==> src/sv/tgi_pkg.sv <==
// ----------------------------------------------------------------------------
// tgi_pkg
// Shared types and constants for the transfinite grid interpolator.
// ----------------------------------------------------------------------------
package tgi_pkg;

  localparam int MAX_POINTS_DEF = 64;
  localparam int FRAC_BITS_DEF  = 16;
  localparam int CFG_W          = 7;
  localparam int IDX_W          = 6;
  localparam int COORD_W        = 32;
  localparam int PTS_MIN        = 2;
  localparam logic [CFG_W-1:0] PTS_RESET = 7'd64;

  typedef enum logic {
    ACT_LOAD  = 1'b0,
    ACT_QUERY = 1'b1
  } tgi_act_t;

  typedef enum logic [1:0] {
    SIDE_LEFT   = 2'd0,
    SIDE_RIGHT  = 2'd1,
    SIDE_BOTTOM = 2'd2,
    SIDE_TOP    = 2'd3
  } tgi_side_t;

  typedef enum logic {
    CFG_POINTS_X = 1'b0,
    CFG_POINTS_Y = 1'b1
  } tgi_cfg_t;

  typedef struct packed {
    tgi_act_t                   action;
    tgi_side_t                  side;
    logic [IDX_W-1:0]           load_index;
    logic signed [COORD_W-1:0]  coord_x;
    logic signed [COORD_W-1:0]  coord_y;
    logic [IDX_W-1:0]           grid_i;
    logic [IDX_W-1:0]           grid_j;
  } tgi_in_t;

  typedef struct packed {
    logic signed [COORD_W-1:0]  grid_x;
    logic signed [COORD_W-1:0]  grid_y;
    logic                       status;
  } tgi_out_t;

  // input word plus the out-of-grid flag worked out at entry
  typedef struct packed {
    tgi_in_t word;
    logic    oob;
  } tgi_item_t;

  typedef struct packed {
    logic signed [COORD_W-1:0] x;
    logic signed [COORD_W-1:0] y;
  } tgi_pt_t;

  // boundary store write request
  typedef struct packed {
    logic             en;
    tgi_side_t        side;
    logic [IDX_W-1:0] index;
    tgi_pt_t          pt;
  } tgi_wr_t;

  // boundary points read for one query
  typedef struct packed {
    tgi_pt_t l_j;
    tgi_pt_t r_j;
    tgi_pt_t b_i;
    tgi_pt_t t_i;
    tgi_pt_t t_n;
    tgi_pt_t l_0;
    tgi_pt_t r_0;
    tgi_pt_t t_0;
  } tgi_rd_t;

endpackage

==> src/sv/tgi_div.sv <==
// ----------------------------------------------------------------------------
// tgi_div
// Pipelined restoring divider: forms q = i/(nx-1) and r = j/(ny-1) with
// rounding, one quotient bit per stage, carrying the word alongside.
// ----------------------------------------------------------------------------
module tgi_div #(
  parameter int FRAC_BITS = tgi_pkg::FRAC_BITS_DEF
) (
  input  logic                              clk,
  input  logic                              rst_n,
  input  logic                              adv,
  input  logic                              in_vld,
  input  tgi_pkg::tgi_item_t                in_item,
  input  logic [tgi_pkg::CFG_W-1:0]         dx,
  input  logic [tgi_pkg::CFG_W-1:0]         dy,
  output logic                              out_vld,
  output tgi_pkg::tgi_item_t                out_item,
  output logic [FRAC_BITS:0]                out_q,
  output logic [FRAC_BITS:0]                out_r
);

  localparam int NW = tgi_pkg::IDX_W + FRAC_BITS + 1;
  localparam int DW = tgi_pkg::CFG_W;

  logic               vld_r  [NW];
  tgi_pkg::tgi_item_t item_r [NW];
  logic [NW-1:0]      qn_r   [NW];
  logic [NW-1:0]      rn_r   [NW];
  logic [DW-1:0]      qrem_r [NW];
  logic [DW-1:0]      rrem_r [NW];

  for (genvar k = 0; k < NW; k++) begin : g_stage
    logic               v_in;
    tgi_pkg::tgi_item_t it_in;
    logic [NW-1:0]      qn_in, rn_in;
    logic [DW-1:0]      qrem_in, rrem_in;
    logic [DW:0]        qrem2, rrem2;
    logic               qge, rge;

    if (k == 0) begin : g_first
      // rounded numerator: (idx << F) + (d >> 1)
      assign v_in    = in_vld;
      assign it_in   = in_item;
      assign qn_in   = (NW'(in_item.word.grid_i) << FRAC_BITS) + NW'(dx >> 1);
      assign rn_in   = (NW'(in_item.word.grid_j) << FRAC_BITS) + NW'(dy >> 1);
      assign qrem_in = '0;
      assign rrem_in = '0;
    end else begin : g_next
      assign v_in    = vld_r[k-1];
      assign it_in   = item_r[k-1];
      assign qn_in   = qn_r[k-1];
      assign rn_in   = rn_r[k-1];
      assign qrem_in = qrem_r[k-1];
      assign rrem_in = rrem_r[k-1];
    end

    // one compare-subtract step per lane
    assign qrem2 = {qrem_in, qn_in[NW-1]};
    assign rrem2 = {rrem_in, rn_in[NW-1]};
    assign qge   = (qrem2 >= {1'b0, dx});
    assign rge   = (rrem2 >= {1'b0, dy});

    always_ff @(posedge clk) begin
      if (!rst_n) begin
        vld_r[k] <= 1'b0;
      end else if (adv) begin
        vld_r[k] <= v_in;
      end
    end

    always_ff @(posedge clk) begin
      if (adv) begin
        item_r[k] <= it_in;
        qn_r[k]   <= {qn_in[NW-2:0], qge};
        rn_r[k]   <= {rn_in[NW-2:0], rge};
        qrem_r[k] <= qge ? DW'(qrem2 - {1'b0, dx}) : qrem2[DW-1:0];
        rrem_r[k] <= rge ? DW'(rrem2 - {1'b0, dy}) : rrem2[DW-1:0];
      end
    end
  end

  assign out_vld  = vld_r[NW-1];
  assign out_item = item_r[NW-1];
  assign out_q    = qn_r[NW-1][FRAC_BITS:0];
  assign out_r    = rn_r[NW-1][FRAC_BITS:0];

endmodule

==> config.mk <==
export PLATFORM = sky130hd
export DESIGN_NAME = tgi_div
export DESIGN_NICKNAME = d
export VERILOG_FILES = /design/src/sv/tgi_pkg.sv /design/src/sv/tgi_div.sv
export SDC_FILE = /design/constraint.sdc
export NUM_CORES = 2
export LEC_CHECK = 0
export BUFFER_PORTS_ARGS = -buffer_cell sky130_fd_sc_hd__buf_2
export CORE_UTILIZATION = 44
export CTS_BUF_LIST = sky130_fd_sc_hd__clkbuf_8 sky130_fd_sc_hd__clkbuf_16
export CTS_CLUSTER_SIZE = 40
export DETAILED_ROUTE_END_ITERATION = 8
export GPL_TIMING_DRIVEN = 0
export HOLD_SLACK_MARGIN = 0.08
export PLACE_DENSITY = 0.59
export SKIP_CTS_REPAIR_TIMING = 1
export SYNTH_ARGS = -nofsm -noshare
export SYNTH_HDL_FRONTEND = slang
export SYNTH_SLANG_ARGS = --single-unit
==> constraint.sdc <==
create_clock -name clk -period 2.7 [get_ports clk]
set_input_delay 0 -clock clk [delete_from_list [all_inputs] [get_ports clk]]
set_output_delay 0 -clock clk [all_outputs]
set_load 0.05 [all_outputs]
==> flow_summary.yaml <==
clocking:
  htree_levels: 5
  clock-root-buffer: "clkbuf_16"
  cts_buffers: 314
  clk_latency_ns: 0.92
  clk_pin_slew_ns: 0.06
  tritoncts: "yes"
  clock_sinks: 2849
  clockBufferDepth: 4
drt:
  drt-pass1-iter-count: 5
  via_count: 44459
  detail-route-antenna-nets: 0
  top_layer: "met4"
  drc: 0
  dr_wl_met3_um: 7370
  avgRoutedWirePerCell_um: 16.2
  routed_wl_um: 147000
  met1_length_um: 66600
  drt_iter0_drc: 2816
  wl_met2_um: 68500
  vias_per_cell: 4.91
timing:
  max_clock_freq_ghz: 0.368
  setup_viol: 3
  worst_pin_slew_ns: 0.975
  rsz0062_at_grt: "true"
  fin_ws_ns: -0.0158
  report.final.slew_viol_count: 0
  clock_skew_ns: 0.0574
  max-slew-margin-rel_pct: 34.8
  hold_viol: 221
  fin_crit_sh_pct: 101
  fin_crit_ns: 2.72
  whs_ns: -0.476
place:
  place_area_um2: 108000
  port-buffer-count: 224
  dp_hpwl_um: 76800
  globalplace.congestion: 0.790
  dp_cells: 8236
min_path:
  hold_depth: 1
  hold_class: "primary input to register"
cells_and_area:
  layout_common_cells: "edfxtp_1 (2848), clkbuf_16 (326), ha_1 (308)"
  fin_area_um2: 120000
  fillers: 17968
  multi_input_area_um2: 16300
  final_common_cell: "edfxtp_1"
  area_growth_pct: 17.7
  instances_no_fill: 9053
  final-seq-area_um2: 85500
  fin_nets: 6263
  drive_gt1_share_pct: 16.4
worst_setup_path:
  cp.arrival_ns: 3.35
  crit_cells: 11
  cp-start-kind: "primary input"
  worstRegToRegCells: 9
  crit_type: "primary input to register"
  crit_path_end_kind: "register"
  crit_required_ns: 3.34
  cp_max_fo: 14
  slowest_delay_ns: 0.83
  critPathTopFamily: "buffers and inverters"
  crit_buf_inv: 5
  crit_chain: "buf_2 > dlygate4sd3_1 > clkinvlp_4 > buf_4 > ha_1 > ha_1 > o21ai_0 > a211oi_1 > a2111oi_2 > buf_2 > o21ai_0"
  cpMaxStageDelayCell: "dlygate4sd3_1"
power_and_ir_drop:
  leakage_uw: 0.0428
  ir_drop_uv: 575
  p_per_area_nw_per_um2: 954
die:
  die_w_um: 484
  dieArea_um2: 234000
  die_y_um: 484
  num_io_pins: 225
  rows: 176
  placeableCoreArea_um2: 231000
  start_util_pct: 44.4
synthesis:
  ys_types: 56
  syn_avg_cell_area_um2: 20.6
  synthCells: 4967
  synth_ff_type: "edfxtp_1"
  ys_seq_area_share_pct: 83.6
  ys_warn_count: 0
  syn_area_um2: 102000
  syn_nets: 5423
  synth_seq_cells: 2849
  synth_async_sr_flop_share_pct: 0
  synth_edf_count: 2848
global_routing:
  grt_pass1_wl_um: 225000
  overflow: 0
  grt_start_max_net_pins: 179
  grt_pass1_vias: 43060
  gr-usage-all-layers_pct: 11.9
  antenna_found_initial: 5
outcome:
  outcome: "finished with violations"
  failed_checks: "hold timing, setup timing"
job:
  maxCapViolCount: 0
==> final timing paths <==
| check | from | endpoint | slack (ns) |
|---|---|---|---|
| setup / recovery | dx[1] | qrem_r[1][2] | -0.02 |
| hold / removal | adv | item_r[0][49] | -0.48 |
| setup reg to reg | item_r[0][12] | qrem_r[0][13] | 0 |
| hold reg to reg | item_r[8][72] | item_r[9][72] | 0.36 |
==> layer usage <==
layer	vias up	global-route usage, %
met5	-	0
met4	0	4.41
met3	344	3.15
met2	812	18.5
met1	21781	16.0
li1	21522	-
==> metrics by stage <==
| stage | setup TNS, ns | total power (uW) | util [%] | hold slack, ns | setup slack [ns] |
|---|---|---|---|---|---|
| floorplan | -0.0732 | 70400 | - | 0.0989 | -0.00179 |
| global placement | - | 73700 | 46.5 | 0.176 | -44.72 |
| detailed placement | -1762.69 | 75200 | 46.7 | 0.178 | -2.49 |
| CTS | -311.75 | 116000 | 50.9 | -0.856 | -1.48 |
| global route | -2.18 | 121000 | 52.2 | -0.489 | -0.130 |
| finish | -0.0323 | 115000 | 52.2 | -0.476 | -0.0158 |
==> sequential cells by signal, indices dropped and copies added (netlist names) <==
signal / count
item_r: 1978
qn_r: 270
qrem_r: 154
rn_r: 270
rrem_r: 154
vld_r: 23
==> cells by family after synthesis <==
| family | synth area share, % |
|---|---|
| AND/OR/NAND/NOR | 2.99 |
| AO/OA/AOI/OAI | 4.91 |
| flip-flops | 83.6 |
| adder cells (fa/ha/maj) | 4.61 |
| buffers and inverters | 0.569 |
| multiplexers | 2.42 |
| XOR/XNOR | 0.882 |
==> cell usage after synthesis, types with 36 or more instances <==
library cell	count	share of area, %
edfxtp_1	2848	84
nor3_1	66	0.32
mux2_4	42	0.62
xor2_1	45	0.39
nor2b_1	45	0.28
o21a_1	78	0.57
fa_1	42	0.82
ha_1	310	3.8
xnor2_1	58	0.50
inv_1	124	0.45
o31a_1	36	0.31
a21oi_1	106	0.52
mux2i_1	47	0.46
nand2_1	121	0.44
o21ai_0	178	0.87
a21o_1	54	0.40
nor2_1	224	0.82
mux2_2	122	1.3
==> power by group <==
| group | switching [uW] | total [uW] | internal, uW |
|---|---|---|---|
| clock network | 16000 | 39800 | 23700 |
| logic | 10100 | 18600 | 8530 |
| registers | 1740 | 56500 | 54800 |
| total | 27800 | 115000 | 87100 |
==> layout make-up <==
type	count	area share (%)
diodes	3	0.00623
plain buffers	25	0.109
clock buffers	318	6.61
clock inverters	215	1.41
inverters	124	0.393
multi-input cells	1969	13.5
flip-flops and latches	2849	71.0
well taps	3026	3.14
repair buffers	523	3.78
repair inverters	1	0.00623
No activity file was read; power rests on OpenSTA's default activity.
